**src/rtl/cdfb_pkg.sv**
```systemverilog
`default_nettype none
// ----------------------------------------------------------------------------
// cdfb_pkg
// Shared types and constants for the chained display frame builder.
// ----------------------------------------------------------------------------
package cdfb_pkg;

  // Request kinds.
  localparam logic [1:0] REQ_TARGETED  = 2'd0;
  localparam logic [1:0] REQ_BROADCAST = 2'd1;
  localparam logic [1:0] REQ_DECIMAL   = 2'd2;
  localparam logic [1:0] REQ_NONE      = 2'd3;

  // Code-B characters used by decimal writes.
  localparam logic [7:0] CODE_DASH  = 8'h0A;
  localparam logic [7:0] CODE_BLANK = 8'h0F;

  // Largest value that still fits on four digits.
  localparam logic [15:0] VALUE_MAX = 16'd9999;

  localparam int NUM_MODULES_DEFAULT = 4;

  // Depth of the frame descriptor queue between the front and back parts.
  localparam int QUEUE_DEPTH = 4;

  // One frame to be sent: the word for the target slot (or every slot).
  typedef struct packed {
    logic       all;
    logic [3:0] target;
    logic [3:0] addr;
    logic [7:0] data;
    logic       last;
  } desc_t;

endpackage : cdfb_pkg
`default_nettype wire

```
**src/rtl/chained_display_frame_builder_top.sv**
```systemverilog
`default_nettype none
// ----------------------------------------------------------------------------
// chained_display_frame_builder_top
// Word stream builder for a daisy chain of seven-segment display drivers.
// ----------------------------------------------------------------------------
// Each request transaction becomes a stream of result transactions, one word
// per cycle, each word a register address and a data byte for one slot of the
// chain. A targeted write or a broadcast yields one frame of NUM_MODULES words;
// a decimal write yields four frames, 4*NUM_MODULES words, for digits 4 down
// to 1. Frames start at module NUM_MODULES and end at module 1, where
// end_of_frame is set; last marks the final word of a request. The sustained
// rate is one word per cycle, set by the back part, while the receiver keeps
// out_ready high. A reserved request type is taken and produces nothing.
// Requests are taken while earlier words are still going out: the front part
// converts one digit per cycle, while the queue has room, into frame
// descriptors that wait in a four-entry queue. A decimal request keeps the
// input closed while its first three digits are formed; the cycle that forms
// its fourth digit already admits the next request, unless the queue is full.
// ----------------------------------------------------------------------------
module chained_display_frame_builder_top #(
  parameter int NUM_MODULES = cdfb_pkg::NUM_MODULES_DEFAULT
) (
  input  wire logic        clk,
  input  wire logic        rst,
  input  wire logic        in_valid,
  output logic             in_ready,
  input  wire logic [1:0]  req_type,
  input  wire logic [3:0]  module_req,
  input  wire logic [3:0]  reg_addr,
  input  wire logic [7:0]  reg_data,
  input  wire logic [15:0] value,
  output logic             out_valid,
  input  wire logic        out_ready,
  output logic [3:0]       word_addr,
  output logic [7:0]       word_data,
  output logic             end_of_frame,
  output logic             last
);
  import cdfb_pkg::*;

  // Descriptor traffic between the front part, the queue and the back part.
  logic  push;
  desc_t push_data;
  logic  q_full;
  logic  pop;
  logic  q_valid;
  desc_t q_data;

  // The front part classifies each request and emits frame descriptors.
  cdfb_front u_front (
    .clk        (clk),
    .rst        (rst),
    .in_valid   (in_valid),
    .in_ready   (in_ready),
    .req_type   (req_type),
    .module_req (module_req),
    .reg_addr   (reg_addr),
    .reg_data   (reg_data),
    .value      (value),
    .q_full     (q_full),
    .push       (push),
    .push_data  (push_data)
  );

  // The queue lets the front run ahead while the back is stalled downstream.
  cdfb_queue u_queue (
    .clk       (clk),
    .rst       (rst),
    .push      (push),
    .push_data (push_data),
    .full      (q_full),
    .pop       (pop),
    .q_valid   (q_valid),
    .q_data    (q_data)
  );

  // The back part walks the slots of each frame into the output register.
  cdfb_back #(
    .NUM_MODULES (NUM_MODULES)
  ) u_back (
    .clk          (clk),
    .rst          (rst),
    .q_valid      (q_valid),
    .q_data       (q_data),
    .pop          (pop),
    .out_valid    (out_valid),
    .out_ready    (out_ready),
    .word_addr    (word_addr),
    .word_data    (word_data),
    .end_of_frame (end_of_frame),
    .last         (last)
  );

`ifndef SYNTH
  // The final word of a request always closes a frame.
  assert property (@(posedge clk) disable iff (rst)
    out_valid |-> (!last || end_of_frame))
    else $error("last word is not on the module-1 slot");

  // A decimal request keeps the input closed while its first three digits are formed.
  assert property (@(posedge clk) disable iff (rst)
    (in_valid && in_ready && (req_type == REQ_DECIMAL)) |=> !in_ready)
    else $error("input reopened during a decimal conversion");

  // The back part never pulls from an empty queue.
  assert property (@(posedge clk) disable iff (rst)
    pop |-> q_valid)
    else $error("descriptor popped from an empty queue");
`endif

endmodule : chained_display_frame_builder_top
`default_nettype wire

```
**src/rtl/cdfb_front.sv**
```systemverilog
`default_nettype none
// ----------------------------------------------------------------------------
// cdfb_front
// Accepts requests and turns each into one or four frame descriptors, or none.
// ----------------------------------------------------------------------------
module cdfb_front (
  input  wire logic             clk,
  input  wire logic             rst,
  input  wire logic             in_valid,
  output logic                  in_ready,
  input  wire logic [1:0]       req_type,
  input  wire logic [3:0]       module_req,
  input  wire logic [3:0]       reg_addr,
  input  wire logic [7:0]       reg_data,
  input  wire logic [15:0]      value,
  input  wire logic             q_full,
  output logic                  push,
  output cdfb_pkg::desc_t       push_data
);
  import cdfb_pkg::*;

  localparam int REM_W = 14;

  logic             busy;
  logic [1:0]       kind;
  logic [3:0]       target;
  logic [3:0]       addr;
  logic [7:0]       data;
  logic             dash;
  logic [REM_W-1:0] rem;
  logic [1:0]       idx;
  logic             seen;

  logic [REM_W-1:0] pow;
  logic [REM_W-1:0] thr;
  logic [3:0]       digit;
  logic [7:0]       code;
  logic             accept;
  logic             done;

  // One decimal digit per cycle while the queue has room: compare the remainder
  // against the nine multiples of the current power of ten.
  always_comb begin
    unique case (idx)
      2'd0:    pow = REM_W'(1000);
      2'd1:    pow = REM_W'(100);
      2'd2:    pow = REM_W'(10);
      default: pow = REM_W'(1);
    endcase
    digit = 4'd0;
    thr   = '0;
    for (int k = 1; k <= 9; k++) begin
      if (rem >= REM_W'(k) * pow) begin
        digit = 4'(k);
        thr   = REM_W'(k) * pow;
      end
    end
    if (dash) begin
      code = CODE_DASH;
    end else if (!seen && (digit == 4'd0) && (idx != 2'd3)) begin
      code = CODE_BLANK;
    end else begin
      code = {4'd0, digit};
    end
  end

  always_comb begin
    push_data.target = target;
    unique case (kind)
      REQ_TARGETED: begin
        push_data.all  = 1'b0;
        push_data.addr = addr;
        push_data.data = data;
        push_data.last = 1'b1;
      end
      REQ_BROADCAST: begin
        push_data.all  = 1'b1;
        push_data.addr = addr;
        push_data.data = data;
        push_data.last = 1'b1;
      end
      REQ_DECIMAL: begin
        push_data.all  = 1'b0;
        push_data.addr = 4'd4 - {2'd0, idx};
        push_data.data = code;
        push_data.last = (idx == 2'd3);
      end
      default: begin
        push_data.all  = 1'b0;
        push_data.addr = 4'd0;
        push_data.data = 8'd0;
        push_data.last = 1'b1;
      end
    endcase
  end

  assign push     = busy && !q_full;
  assign done     = push && push_data.last;
  assign in_ready = !busy || done;
  assign accept   = in_valid && in_ready;

  always_ff @(posedge clk) begin
    if (rst) begin
      busy <= 1'b0;
    end else if (accept) begin
      busy <= (req_type != REQ_NONE);
    end else if (done) begin
      busy <= 1'b0;
    end

    if (accept) begin
      kind   <= req_type;
      target <= module_req;
      addr   <= reg_addr;
      data   <= reg_data;
      dash   <= (value > VALUE_MAX);
      rem    <= value[REM_W-1:0];
      idx    <= 2'd0;
      seen   <= 1'b0;
    end else if (push) begin
      idx  <= idx + 2'd1;
      rem  <= rem - thr;
      seen <= seen || (digit != 4'd0);
    end
  end

endmodule : cdfb_front
`default_nettype wire

```
**src/rtl/cdfb_queue.sv**
```systemverilog
`default_nettype none
// ----------------------------------------------------------------------------
// cdfb_queue
// Small first-in first-out queue of frame descriptors.
// ----------------------------------------------------------------------------
module cdfb_queue (
  input  wire logic             clk,
  input  wire logic             rst,
  input  wire logic             push,
  input  cdfb_pkg::desc_t       push_data,
  output logic                  full,
  input  wire logic             pop,
  output logic                  q_valid,
  output cdfb_pkg::desc_t       q_data
);
  import cdfb_pkg::*;

  localparam int AW = $clog2(QUEUE_DEPTH);

  desc_t       entries [QUEUE_DEPTH];
  logic [AW:0] wr_ptr;
  logic [AW:0] rd_ptr;

  assign q_valid = (wr_ptr != rd_ptr);
  assign full    = (wr_ptr[AW] != rd_ptr[AW]) && (wr_ptr[AW-1:0] == rd_ptr[AW-1:0]);
  assign q_data  = entries[rd_ptr[AW-1:0]];

  always_ff @(posedge clk) begin
    if (rst) begin
      wr_ptr <= '0;
      rd_ptr <= '0;
    end else begin
      if (push) begin
        wr_ptr <= wr_ptr + (AW+1)'(1);
      end
      if (pop) begin
        rd_ptr <= rd_ptr + (AW+1)'(1);
      end
    end
    if (push) begin
      entries[wr_ptr[AW-1:0]] <= push_data;
    end
  end

endmodule : cdfb_queue
`default_nettype wire

```
**src/rtl/cdfb_back.sv**
```systemverilog
`default_nettype none
// ----------------------------------------------------------------------------
// cdfb_back
// Expands each frame descriptor into one word per module, highest first.
// ----------------------------------------------------------------------------
module cdfb_back #(
  parameter int NUM_MODULES = cdfb_pkg::NUM_MODULES_DEFAULT
) (
  input  wire logic             clk,
  input  wire logic             rst,
  input  wire logic             q_valid,
  input  cdfb_pkg::desc_t       q_data,
  output logic                  pop,
  output logic                  out_valid,
  input  wire logic             out_ready,
  output logic [3:0]            word_addr,
  output logic [7:0]            word_data,
  output logic                  end_of_frame,
  output logic                  last
);
  import cdfb_pkg::*;

  localparam int CNT_W = $clog2(NUM_MODULES + 1);

  desc_t            cur;
  logic             active;
  logic [CNT_W-1:0] cnt;
  logic             emit;
  logic             slot_one;
  logic             hit;

  assign slot_one = (cnt == CNT_W'(1));
  assign emit     = active && (!out_valid || out_ready);
  assign pop      = q_valid && (!active || (emit && slot_one));
  assign hit      = cur.all || (cur.target == 4'(cnt));

  always_ff @(posedge clk) begin
    if (rst) begin
      active    <= 1'b0;
      out_valid <= 1'b0;
    end else begin
      if (pop) begin
        active <= 1'b1;
      end else if (emit && slot_one) begin
        active <= 1'b0;
      end
      if (emit) begin
        out_valid <= 1'b1;
      end else if (out_ready) begin
        out_valid <= 1'b0;
      end
    end

    if (pop) begin
      cur <= q_data;
      cnt <= CNT_W'(NUM_MODULES);
    end else if (emit) begin
      cnt <= cnt - CNT_W'(1);
    end

    if (emit) begin
      word_addr    <= hit ? cur.addr : 4'd0;
      word_data    <= hit ? cur.data : 8'd0;
      end_of_frame <= slot_one;
      last         <= slot_one && cur.last;
    end
  end

endmodule : cdfb_back
`default_nettype wire

```
**config.mk**
```make
export PLATFORM = sky130hd
export DESIGN_NAME = chained_display_frame_builder_top
export DESIGN_NICKNAME = d
export VERILOG_FILES = /design/src/rtl/cdfb_pkg.sv /design/src/rtl/chained_display_frame_builder_top.sv /design/src/rtl/cdfb_front.sv /design/src/rtl/cdfb_queue.sv /design/src/rtl/cdfb_back.sv
export SDC_FILE = /design/constraint.sdc
export NUM_CORES = 1
export LEC_CHECK = 0
export ABC_CLOCK_PERIOD_IN_PS = 11700
export BUFFER_PORTS_ARGS = -buffer_cell sky130_fd_sc_hd__buf_2
export CORE_ASPECT_RATIO = 0.9
export CORE_MARGIN = 2
export CORE_UTILIZATION = 28
export CTS_CLUSTER_SIZE = 25
export DETAILED_ROUTE_END_ITERATION = 16
export MAX_ROUTING_LAYER = met4
export PLACE_DENSITY = 0.4
export SYNTH_ARGS = -nofsm -noshare
export SYNTH_HDL_FRONTEND = slang
export SYNTH_HIERARCHICAL = 1
export SYNTH_SLANG_ARGS = --single-unit
export TNS_END_PERCENT = 30
```
**constraint.sdc**
```tcl
create_clock -name clk -period 11.7 [get_ports clk]
set_clock_uncertainty 0.15 [all_clocks]
set_input_delay 2.34 -clock clk [delete_from_list [all_inputs] [get_ports clk]]
set_output_delay 2.34 -clock clk [all_outputs]
set_load 0.01 [all_outputs]
```
# == Yosys cells after proc, flatten, opt, wreduce, memory -nomap -nowiden ==
# Memories as Yosys holds them, arrays and structs flattened. A register that Yosys moved wholly into a read port is not among the register bits.
# Cells that the tools add are included.
# word_totals
regBits,62
latchBits,0
ramBits,72
romBits,0
input_bits,38
out_inout_bits,16
elab_cells,114
mem_count,1
# op_classes
addsub,6
mul,5
n_div,0
magnitude_cmp,10
n_eq_ne,12
shift,0
n_mux,33
bitwise,0
n_reduce_logical,29
# mem_list
memory,depth,word_bits,read_ports,rd_clocked_by_memory_dff,write_ports,line_no,rtl
u_queue.entries,4,18,1,1,1,cdfb_queue.sv:20,desc_t entries [QUEUE_DEPTH];
# op_table
operator,n
$mux W14,9
$ge A14 B14 Y1,5
$pmux W10 S3,1
$mul A3 B10 Y13 const A,2
$pmux W13 S2,1
$mul A2 B10 Y12 const A,2
$gt A16 B14 Y1 const B,1
$ge A14 B10 Y1,1
$ge A14 B11 Y1,1
$ge A14 B12 Y1,1
$ge A14 B13 Y1,1
$mul A4 B10 Y14 const A,1
$sub A14 B14 Y14,1
$mux W3,4
$mux W4,3
$mux W11,1
$logic_and A1 B1 Y1,10
$mux W1,10
$mux W10,1
$mux W8,1
$reduce_bool A2 Y1,4
$add A3 B1 Y3 const B,2
$eq A2 B2 Y1 const B,3
$logic_not A1 Y1,5
16 further kinds,24

# == Longest topological paths before layout ==
# Gate-level depths: netlist of run 1.
# depth
depth_word,22
mapped_depth,30
depth_no_buf,27

# == By module ==
# The synthesis of run 1 kept the hierarchy.
# modules_own_cells
module,n_inst,cells_each,area_per_inst_um2,seq_area_each_um2
cdfb_front,1,617,5117.4,1071.0
cdfb_queue,1,134,3039.2,2322.2
cdfb_back,1,78,1338.8,1061.0

# == Least setup slack after synthesis of run 1 ==
# Ideal clock, no wire load.
# synth_timing
path_type,reg-to-reg
from,register u_front.idx[0]
to,register u_front.rem[12] (data pin)
setup_time_ns,0.270
t_arrival_ns,5.810
t_required_ns,11.280
slack_ns,5.469
stages_incl_launch_ff,31
path_buffers,3
synth_period_minus_slack_ns,6.231
path_cell_list,dfxtp_1 -> inv_1 -> ha_1 -> buf_2 -> clkbuf_1 -> o21ai_1 -> inv_1 -> ha_1 -> nand2_1 -> nor3_1 -> o31ai_1 -> xnor2_1 -> ha_1 -> o211ai_1 -> o21ai_0 -> a211oi_1 -> o21a_1 -> clkbuf_8 -> nand3_4 -> or3_1 -> o21ai_0 -> a21oi_1 -> ha_1 -> nor2b_1 -> o21ai_0 -> a21oi_1 -> o21ai_0 -> a211oi_1 -> o32ai_1 -> xor2_1 -> a21oi_1
# synth_between
elab_chain_cells,15
elab_cells_between_ends,35
cone_classes,1 x add/sub; 5 x mul; 9 x order compare; 3 x eq/ne; 13 x mux; 4 x reduce/logical
# synth_rtl
element,line_no,rtl
"start, declared",cdfb_front.sv:31,logic [1:0] idx;
"start signal, assigned",cdfb_front.sv:121,idx <= idx + 2'd1;
"parallel branches: the longest is 14 deep, another holds $ge A14 B14 Y1",-,
$mux W14 (*),cdfb_front.sv:111,if (accept) begin
"end signal, assigned",cdfb_front.sv:117,rem <= value[REM_W-1:0];
"end signal, assigned",cdfb_front.sv:122,rem <= rem - thr;
"end, declared",cdfb_front.sv:30,logic [REM_W-1:0] rem;
# Mark *: on every way between the ends. The select of a mux whose other input is x is not followed.
# A chain may end at the register's enable or synchronous reset.

# == Worst setup path after layout of run 1 ==
# Ends and elaborated chain as after synthesis.

==> summary.txt, run 1 <==
Floorplan
  • Cell Rows: 63
  • Starting Density: between 20 and 30%
  • Die extent in y: about 180 µm
  • Die Span X: approximately 200 µm
  • Core Area: between 30000 and 40000 µm²
  • I/O pins: between 50 and 60
  • Die area: between 30000 and 40000 µm²

Clocking
  • Root Driver: clkbuf_16
  • TritonCTS buffer count: 17
  • # hold bufs at CTS: 0
  • TritonCTS clock tree: done
  • Post-CTS Setup Bufs: 0
  • Htree depth: 4
  • Clk buf depth: 2
  • Cts repair resizes: 0
  • Clk sink count: ~150
  • CTS clk-pin slew, worst paths: about 0.070 ns
  • Worst-Skew Late Latency: ~0.42 ns

Worst setup path
  • Data arrival, critical path: 7.25 ns
  • Largest delay share family, worst path: compound AO/OA/AOI/OAI gates
  • Worst setup path start: u_front/idx[0]$_SDFFE_PP0P_
  • CP dominant cell by count: a21oi_1
  • R2R setup slack: 4.47 ns
  • CP required: 11.71 ns
  • Crit path buf inv count: 4
  • Worst reg2reg path startpoint: u_front/idx[0]$_SDFFE_PP0P_
  • Crit. End Element: flop
  • Max FO, Critical Path: 27
  • Crit path launch type: flop
  • WS Path Type: flop to flop
  • Slowest stage cell, crit path: a21oi_1
  • R2R depth: 25
  • RR Endpoint: u_front/rem[12]$_DFFE_PP_
  • Slowest Stage Delay on Critical Path: 0.80 ns

Timing
  • Worst-Margin Slew: 1.12 ns
  • Finish-stage setup viols: 0
  • Final worst hold slack: between 0.3 and 0.4 ns
  • Slew headroom: 25.5%
  • Sum Neg Setup Slack: 0 ns
  • Maximum clock frequency: 138 MHz
  • Min Tclk post-route: 7.23 ns
  • RSZ-0062 raised after global routing: no
  • Slew Viols, Final: 0
  • Hold Vio Cnt, Final: 0
  • Fin crit share: 61.8%

Place
  • Dpl cells: about 1300
  • Detailed Place HPWL: roughly 20000 µm
  • Gpl congestion: slightly below 0.9
  • Port Buffers: 53

Pwr
  • Pwr Density: 294 nW/µm²
  • VDD IR max: roughly 0.17 mV
  • Sw Pwr: approximately 1.4 mW
  • Clock power share: about 17%
  • Sw frac: 44.5%
  • Sequential Power Share: between 20 and 30%
  • Pwr Total: roughly 3.2 mW
  • Static Leak: 4.09 nW
  • Comb pwr share: 55.9%
  • Internal: 1.77 mW

Yosys
  • Area share of the largest cell type after synthesis: 43.3%
  • Async set-reset flop share out of synthesis: 0%
  • Ys Warns: 6
  • Main synth FF type: edfxtp_1
  • Seq/Total Area, Yosys: between 40% and 50%
  • Post-Syn Area: between 9000 and 10000 µm²
  • Top cells by area, synth: edfxtp_1 (43%), ha_1 (13%), dfxtp_1 (3.6%), a21oi_1 (3.3%), mux4_2 (2.4%)
  • Post-synth EDFFs: approximately 140
  • #FFs+latches synth: between 150 and 200
  • Syn Nets: around 960
  • Synth Instances: 829
  • Synth cell types: 88
  • Avg Cell Area, Syn: roughly 11 µm²
  • Cell taking the most area after synthesis: edfxtp_1

Routing
  • Initial DRC Count: 475
  • DRC Markers: 0
  • Wire length per cell: roughly 20 µm
  • Vias/cell: around 5.1
  • Total iterations of the first detailed-routing run: 5
  • DR vias: 6924
  • Routed Antenna Nets: 0
  • Wirelength, routed: around 27000 µm

Cells and area
  • N_diodes: 0
  • Ratio of cells with drive above 1 in the final layout: 15.5%
  • Fin nets: approximately 1000
  • P&R area growth vs syn: 14.2%
  • Post-Layout Cell Count: 1356

Global route
  • Total GRT Usage: 16.4%
  • Largest net degree at the start of global routing: 31
  • Grt ovf: 0
  • Global-route wire length before repair: 42000 µm
  • Number of global-route vias before repair: slightly below 7000
  • Initial antenna violation count: 0

Run
  • Max Cap Viol: 0

Hold path
  • Hold Startpoint: u_front/target[0]$_DFFE_PP_
  • Worst min path class: flop to flop
  • Hold path endpoint: u_queue/entries[1][13]$_DFFE_PP_
  • Hold depth: 0

Status
  • Status: completed
[worst reg2reg max path, stage by stage, from the launching register on]
cell	delay (ns)
dfxtp_1	0.46
inv_1	0.22
ha_1	0.17
buf_4	0.30
clkinv_1	0.47
a21oi_1	0.55
nand2_1	0.10
a21o_1	0.24
ha_1	0.31
and4_1	0.19
and4_1	0.19
nor3_1	0.05
a21oi_1	0.80
inv_1	0.28
or3_1	0.41
o21ai_0	0.09
a21oi_1	0.07
ha_1	0.33
nor2b_1	0.14
o21ai_0	0.24
a21oi_1	0.13
o21ai_0	0.31
a211oi_1	0.17
o32ai_1	0.36
xor2_1	0.20
a21oi_1	0.08
[kinds of logic after synthesis]
group                    Yosys count  share of synthesized area (%)
AO/OA/AOI/OAI                    229                           16.5
XOR/XNOR                          24                           2.21
adder cells (fa/ha/maj)           97                           12.9
buffers and inverters             63                           3.15
flip-flops                       154                           46.9
multiplexers                      20                           4.80
AND/OR/NAND/NOR                  242                           13.5
[flip-flops by register name, summed over array words and instances (netlist names), 2 cells and up, named ones only]
signal	cells
u_queue/entries	72
u_back/cur	18
u_front/rem	14
u_back/word_data	8
u_front/data	8
u_back/word_addr	4
u_front/addr	4
u_front/target	4
u_back/cnt	3
u_queue/rd_ptr	3
u_queue/wr_ptr	3
u_front/idx	2
u_front/kind	2
[cells in the mapped netlist, types with 13 or more instances]
master,number
o21ai_0,40
a211oi_1,14
inv_1,34
nor3_1,20
a21oi_1,63
nand2_1,51
and2_1,23
edfxtp_1,137
nor2b_1,16
nand3_1,17
nor2_1,60
nand2b_1,13
dfxtp_1,17
xnor2_1,14
ha_1,96
clkbuf_1,15
[per-layer routing]
metal	share of wire, %	vias to the layer above	track usage (%)
met5	0	-	-
met4	2.1	0	4.86
met3	4.3	33	2.86
met2	46	198	25.8
met1	48	3368	21.8
li1	-	3325	-
[power groups by stage]
| stage | clock network [mW] | registers (mW) | logic, mW |
|---|---|---|---|
| 3_5_place_dp | 0 | 0.886 | 1.77 |
| 4_1_cts | 0.554 | 0.874 | 1.78 |
| 6_report | 0.537 | 0.868 | 1.78 |
| 2_1_floorplan | 0 | 0.826 | 1.33 |
| 3_3_place_gp | 0 | 0.889 | 1.81 |
| 5_1_grt | 0.576 | 0.883 | 1.99 |
[metrics by stage]
| step | worst slack (ns) | cell area, µm² | utilization, % |
|---|---|---|---|
| finish | 4.47 | 10800 | 32.7 |
| global route | 3.79 | 10800 | 32.7 |
| CTS | 4.54 | 10800 | 32.7 |
| detailed placement | 4.59 | 10300 | 31.0 |
| global placement | 4.71 | 10300 | 31.0 |
| floorplan | 5.47 | 9500 | - |
[cells in the final DEF, fill, tap and decap left out, types with 5 or more instances in the layout]
master and n:
mux4_1 8, ha_1 96, buf_2 53, nand3_1 17
clkbuf_16 17, inv_6 5, o21ai_0 40, dfxtp_1 17
o2111ai_1 5, o21a_1 10, a211oi_1 14, xor2_1 10
buf_4 14, edfxtp_1 137, a31oi_1 7, a221oi_1 7
o22ai_1 9, nor3_1 20, inv_1 34, mux4_2 10
nand2b_1 13, a21oi_1 63, a211o_1 5, or3_1 5
xnor2_1 14, nand2_1 51, a21o_1 9, nor2b_1 16
and2_1 23, nor2_1 60
[how the worst max path moves through the flow]
stage                           endpoint  slack, ns  depth (start not counted)
2_1_floorplan  u_front/rem[12]$_DFFE_PP_       5.47                         30
3_3_place_gp   u_front/rem[12]$_DFFE_PP_       4.71                         25
3_5_place_dp   u_front/rem[12]$_DFFE_PP_       4.59                         25
4_1_cts        u_front/rem[12]$_DFFE_PP_       4.54                         25
5_1_grt        u_front/rem[12]$_DFFE_PP_       3.79                         25
6_report       u_front/rem[12]$_DFFE_PP_       4.47                         25
[layout make-up]
cell class,instances,area [µm²]
multi-input combinational,612,4740
inverter,36,135
clock inverter,13,130
timing repair buffer,67,370
tap,455,569
sequential,154,4450
fill,3365,22300
clock buffer,19,443
No activity file was read; power rests on OpenSTA's default activity.
==> run 2, diff against run 1 <==
- ABC_CLOCK_PERIOD_IN_PS: 11700 -> 5800
- PLACE_DENSITY: 0.4 -> 0.41
- clock period: 11.7 -> 5.8 ns (I/O delays scaled with it)
==> run 2 against run 1 <==
Effect of this change:
- combinational power is 150% higher
- non-clock buffer count is 74 higher
- first-iteration DRC count is 25% lower
- design area is 7.1% higher
- total power is 130% higher
- worst setup slack worse by 4.2 ns
- sequential power is 99% higher
- core utilization is 2.3 points higher
- via count is 3.8% higher
- clock-buffer cell count is 1 higher
- worst hold slack worse by 0.012 ns
- critical endpoint is now u_front/rem[11]$_DFFE_PP_
- largest cell class unchanged
- largest power group unchanged
- highest routed layer unchanged
==> summary.txt, run 2 (synthesis results as in run 1) <==
Timing
  • Worst-Margin Slew: 1.15 ns (+0.0344 ns)
  • Slew Viols, Final: 0 (unchanged)
  • Min Tclk post-route: 5.51 ns (-1.72 ns)
  • Finish-stage setup viols: 0 (unchanged)
  • Maximum clock frequency: 181 MHz (+31%)
  • Fin crit share: 95.0% (+33 points)
  • Final worst hold slack: 0.338 ns (-0.0116 ns)
  • Final worst slack: 0.290 ns (-4.18 ns)
  • Hold Vio Cnt, Final: 0 (unchanged)
  • Slew headroom: 23.2% (-2.3 points)

Clocking
  • Root Driver: clkbuf_16
  • # hold bufs at CTS: 0 (unchanged)
  • Htree depth: 4 (unchanged)
  • Worst-Skew Late Latency: 0.43 ns (about the same)
  • TritonCTS buffer count: 17 (unchanged)
  • TritonCTS clock tree: done
  • Clk sink count: 154 (unchanged)
  • CTS clk-pin slew, worst paths: 0.07 ns (about the same)
  • Clk buf depth: 2 (unchanged)

Routing
  • M1 wire length: 13700 µm (+5.8%)
  • DRC Markers: 0 (unchanged)
  • Total iterations of the first detailed-routing run: 4 (-1)
  • Met2 routed WL: 13000 µm (+4.0%)
  • Wirelength, routed: 28300 µm (+4.0%)
  • Routed Antenna Nets: 0 (unchanged)
  • DR vias: 7187 (+3.8%)
  • Vias/cell: 5.03 (-1.6%)
  • Wire length per cell: 19.8 µm (-1.4%)
  • Top sig layer: met4
  • Met3 routed wirelength: 844 µm (-28%)
  • Initial DRC Count: 357 (-25%)

Global route
  • Grt ovf: 0 (unchanged)
  • Largest net degree at the start of global routing: 25 (-19%)
  • Number of global-route vias before repair: 7062 (+3.1%)
  • Global-route wire length before repair: 43000 µm (+2.2%)
  • Initial antenna violation count: 0 (unchanged)
  • Total GRT Usage: 16.9% (+0.48 points)

Hold path
  • Hold depth: 0 (unchanged)
  • Worst min path class: flop to flop
  • Hold Startpoint: u_front/target[1]$_DFFE_PP_

Worst setup path
  • Worst reg2reg path startpoint: u_front/idx[0]$_SDFFE_PP0P_
  • Crit path launch type: flop
  • Crit. End Element: flop
  • Worst setup path start: u_front/idx[0]$_SDFFE_PP0P_
  • Slowest stage cell, crit path: dfxtp_4
  • R2R depth: 28 (+12%)
  • Slowest Stage Delay on Critical Path: 0.39 ns (-0.41 ns)
  • Max FO, Critical Path: 11 (-59%)
  • CP dominant cell by count: buf_4
  • WS Path Type: flop to flop
  • CP required: 5.79 ns (-5.92 ns)
  • Data arrival, critical path: 5.50 ns (-1.75 ns)

Place
  • Port Buffers: 53 (unchanged)
  • Dpl cells: 1395 (+5.4%)
  • Gpl congestion: 0.955 (+8.7%)
  • Detailed Place HPWL: 21200 µm (+7.0%)
  • Pre-CTS setup slack: -0.116 ns (-4.71 ns)

Cells and area
  • N_diodes: 0 (unchanged)
  • Post-Layout Cell Count: 1430 (+5.5%)
  • P&R area growth vs syn: 22.3%
  • Leading cell type in the layout, fill and taps excluded: edfxtp_1
  • Commonest cells after routing, fill and taps aside: edfxtp_1 (137), ha_1 (91), buf_4 (83), nor2_1 (59), a21oi_1 (59)
  • Core Util, Final: 35.0% (+2.3 points)
  • Ratio of cells with drive above 1 in the final layout: 25.2% (+9.7 points)
  • Fin nets: 1097 (+7.2%)
  • Max FFs per register: 72 (unchanged)

Floorplan
  • Cell Rows: 63 (unchanged)
  • Starting Density: 28.6% (unchanged)
  • Die area: 35400 µm² (unchanged)
  • Core Area: 33200 µm² (unchanged)
  • Die extent in y: 179 µm (unchanged)
  • Die Span X: 198 µm (unchanged)
  • I/O pins: 54 (unchanged)

Pwr
  • Pwr Total: 7.24 mW (+130%)
  • Pwr Density: 624 nW/µm² (+110%)
  • VDD IR max: 0.296 mV (+75%)
  • Static Leak: 4.47 nW (+9.3%)

Status
  • Status: completed

Run
  • Max Cap Viol: 0 (unchanged)
## run 2: critical path: cells and delay by family (launching register included)
| family | cells | cell delay, ns |
|---|---|---|
| AOI/OAI and AO/OA | 12 | 1.77 |
| and+or+nand+nor | 6 | 1.04 |
| buffers and inverters | 6 | 0.97 |
| adders and majority gates | 3 | 0.73 |
| DFF | 1 | 0.39 |
| xor gates and xnor gates | 1 | 0.16 |
## run 2: worst paths after layout
kind                                                          to  slack [ns]
worst max-delay path                   u_front/rem[11]$_DFFE_PP_        0.29
worst min-delay path            u_queue/entries[2][14]$_DFFE_PP_        0.34
worst max register to register         u_front/rem[11]$_DFFE_PP_        0.29
worst min register to register  u_queue/entries[2][14]$_DFFE_PP_        0.34
## run 2: final cells by class
cell class / count / area [µm²]
multi-input cells: 612 / 4920
fillers: 3325 / 21600
well taps: 455 / 569
flip-flops and latches: 154 / 4460
inverters: 36 / 135
clock buffers: 20 / 437
repair buffers: 141 / 953
clock inverters: 12 / 140
## run 2: what timing repair did
action,4_1_cts,5_1_grt
endpoints found under the setup margin,4,8
resized for setup,4,38
buffers inserted,0,3
pin swaps,0,16
## run 2: where the power goes
group	leakage (nW)	internal (mW)	total, mW	switching (mW)
Sequential	1.42	1.50	1.73	0.230
Combinational	2.77	2.00	4.42	2.42
Clock	0.272	0.639	1.09	0.449
Total	4.47	4.14	7.24	3.10
## run 2: layer usage
metal	GRT usage (%)	vias up
met4	5.61	0
met2	26.5	146
met3	2.37	29
met1	22.6	3529
met5	-	-
li1	-	3483
## run 2: per-stage QoR
step / TNS, ns / cell area [µm²]
6_report: 0 / 11600
5_1_grt: -0.0260 / 11600
4_1_cts: 0 / 11400
3_5_place_dp: -0.279 / 10800
3_3_place_gp: 0 / 10800
2_1_floorplan: 0 / 9510
==> run 3, diff against run 2 <==
- GPL_TIMING_DRIVEN: not set -> 0
==> run 3 against run 2 <==
Effect of this change:
- first-iteration DRC count rose by 30%
- critical path depth rose by 4
- clock power rose by 4%
- critical path type unchanged
==> summary.txt, run 3 (synthesis results as in run 1) <==
Cells and area
  • Core Util, Final: 35.4% (+0.45 points)
  • N_diodes: 0 (unchanged)
  • Ratio of cells with drive above 1 in the final layout: 27.7% (+2.4 points)
  • Fin nets: 1076 (-1.9%)
  • Leading cell type in the layout, fill and taps excluded: edfxtp_1
  • P&R area growth vs syn: 23.8%
  • Layout fillers: 3312 (-0.39%)
  • Max FFs per register: 72 (unchanged)
  • Commonest cells after routing, fill and taps aside: edfxtp_1 (137), ha_1 (84), buf_2 (58), a21oi_1 (54), nor2_1 (51)
  • Final instance area: 11800 µm² (+1.3%)

Pwr
  • Pwr Density: 639 nW/µm² (+2.5%)
  • Sw frac: 43.9% (+1.0 points)
  • Sw Pwr: 3.30 mW (+6.2%)
  • VDD IR max: 0.381 mV (+29%)
  • Clock power share: 15.0% (about the same)
  • Comb pwr share: 61.8% (+0.7 points)
  • Internal: 4.22 mW (+2.0%)
  • Sequential Power Share: 23.2% (-0.7 points)
  • Pwr Total: 7.52 mW (+3.8%)
  • Static Leak: 4.39 nW (-1.6%)

Clocking
  • Htree depth: 4 (unchanged)
  • # hold bufs at CTS: 0 (unchanged)
  • Clk buf depth: 2 (unchanged)
  • Root Driver: clkbuf_16
  • TritonCTS buffer count: 17 (unchanged)
  • Clk sink count: 154 (unchanged)
  • CTS clk-pin slew, worst paths: 0.07 ns (about the same)
  • Worst-Skew Late Latency: 0.43 ns (about the same)
  • TritonCTS clock tree: done

Global route
  • Largest net degree at the start of global routing: 29 (+16%)
  • Number of global-route vias before repair: 7079 (+0.24%)
  • Global-route wire length before repair: 43000 µm (+0.19%)
  • Total GRT Usage: 16.9% (-0.028 points)
  • Initial antenna violation count: 0 (unchanged)
  • Grt ovf: 0 (unchanged)

Floorplan
  • Starting Density: 28.6% (unchanged)
  • Die Span X: 198 µm (unchanged)
  • Cell Rows: 63 (unchanged)
  • Core Area: 33200 µm² (unchanged)
  • Die area: 35400 µm² (unchanged)
  • I/O pins: 54 (unchanged)
  • Die extent in y: 179 µm (unchanged)

Place
  • Pre-CTS setup slack: -1.70 ns (-1.58 ns)
  • Detailed Place HPWL: 20300 µm (-4.4%)
  • Dpl cell area: 10300 µm² (-4.5%)
  • Port Buffers: 53 (unchanged)
  • Gpl congestion: 0.908 (-4.9%)

Routing
  • Initial DRC Count: 465 (+30%)
  • Wirelength, routed: 28200 µm (-0.23%)
  • Routed Antenna Nets: 0 (unchanged)
  • Vias/cell: 5.06 (+0.69%)
  • DRC Markers: 0 (unchanged)
  • DR vias: 7130 (-0.79%)
  • Total iterations of the first detailed-routing run: 5 (+1)
  • Wire length per cell: 20.0 µm (+1.3%)

Worst setup path
  • CP required: 5.81 ns (+0.02 ns)
  • Slowest Stage Delay on Critical Path: 0.38 ns (about the same)
  • Max FO, Critical Path: 7 (-4)
  • CP dominant cell by count: ha_4
  • Crit. End Element: flop
  • Slowest stage cell, crit path: dfxtp_4
  • Crit path launch type: flop
  • Data arrival, critical path: 5.65 ns (+0.15 ns)
  • WS Path Type: flop to flop

Timing
  • RSZ-0062 raised after global routing: yes
  • Slew headroom: 24.7% (+1.5 points)
  • Fin crit share: 97.2% (+2.2 points)
  • Sum Neg Setup Slack: 0 ns (unchanged)
  • Finish-stage setup viols: 0 (unchanged)
  • Final worst slack: 0.160 ns (-0.130 ns)
  • Hold Vio Cnt, Final: 0 (unchanged)
  • Slew Viols, Final: 0 (unchanged)
  • Worst-Margin Slew: 1.13 ns (-0.0231 ns)
  • Min Tclk post-route: 5.64 ns (+0.130 ns)
  • Maximum clock frequency: 177 MHz (-2.3%)

Status
  • Status: completed

Run
  • Max Cap Viol: 0 (unchanged)

Hold path
  • Worst min path class: flop to flop
run 3: cell types whose count changed in the layout (fill, tap and decap cells not counted), moves of 5 or more:
cell / before / now
nor2_1: 59 / 51
ha_1: 91 / 84
nand2_2: 0 / 5
ha_4: 2 / 9
nand2_1: 51 / 46
buf_2: 53 / 58
a21oi_1: 59 / 54
nor2_2: 1 / 9
buf_4: 83 / 37
buf_6: 4 / 10
run 3: cell type report:
type	count	area, µm²	area share (%)
plain buffers	26	228	1.94
flip-flops and latches	154	4460	37.9
repair buffers	94	596	5.06
well taps	455	569	4.84
clock inverters	14	163	1.38
multi-input cells	612	5140	43.8
clock buffers	18	439	3.73
inverters	36	160	1.36
run 3: final timing paths:
check	start	endpoint	slack [ns]	depth (start not counted)
hold / removal	u_front/target[0]$_DFFE_PP_	u_queue/entries[3][13]$_DFFE_PP_	0.36	0
setup / recovery	u_front/idx[0]$_SDFFE_PP0P_	u_front/rem[13]$_DFFE_PP_	0.16	32
setup reg to reg	u_front/idx[0]$_SDFFE_PP0P_	u_front/rem[13]$_DFFE_PP_	0.16	32
hold reg to reg	u_front/target[0]$_DFFE_PP_	u_queue/entries[3][13]$_DFFE_PP_	0.36	0
run 3: worst max-delay path, delay by kind of cell, from the launching register on:
family	cells	cell delay, ns
compound gates	13	1.84
fa+ha+maj	4	1.03
buf+inv	7	0.88
simple gates	6	0.75
flops	1	0.38
xor+xnor	2	0.33
run 3: per-layer routing:
layer / up-vias / share of wire, % / track usage (%)
met4: 0 / 1.2 / 3.88
met1: 3497 / 50 / 23.5
met5: - / 0 / -
met2: 181 / 45 / 25.6
met3: 26 / 3.9 / 3.01
li1: 3426 / - / -
run 3: stage by stage:
step | hold WS, ns | instances
after detailed placement | 0.339 | 1337
after CTS | 0.357 | 1395
after global routing | 0.378 | 1409
final | 0.357 | 1409
after floorplan | 0.309 | 829
after global placement | 0.348 | 1337
run 3: repair_timing:
| item | CTS | global route |
|---|---|---|
| endpoints found under the hold margin | 0 | 0 |
| gates resized for setup | 68 | 56 |
| endpoints found under the setup margin | 27 | 10 |
| setup buffers | 27 | 14 |
| pin swaps | 17 | 35 |
run 3: power groups by stage:
stage	Sequential (mW)	Clock, mW	Combinational, mW
after floorplan	1.67	0	2.68
after global placement	1.78	0	3.63
after detailed placement	1.78	0	3.60
after CTS	1.75	1.16	4.14
after global routing	1.77	1.21	5.10
final	1.74	1.13	4.64
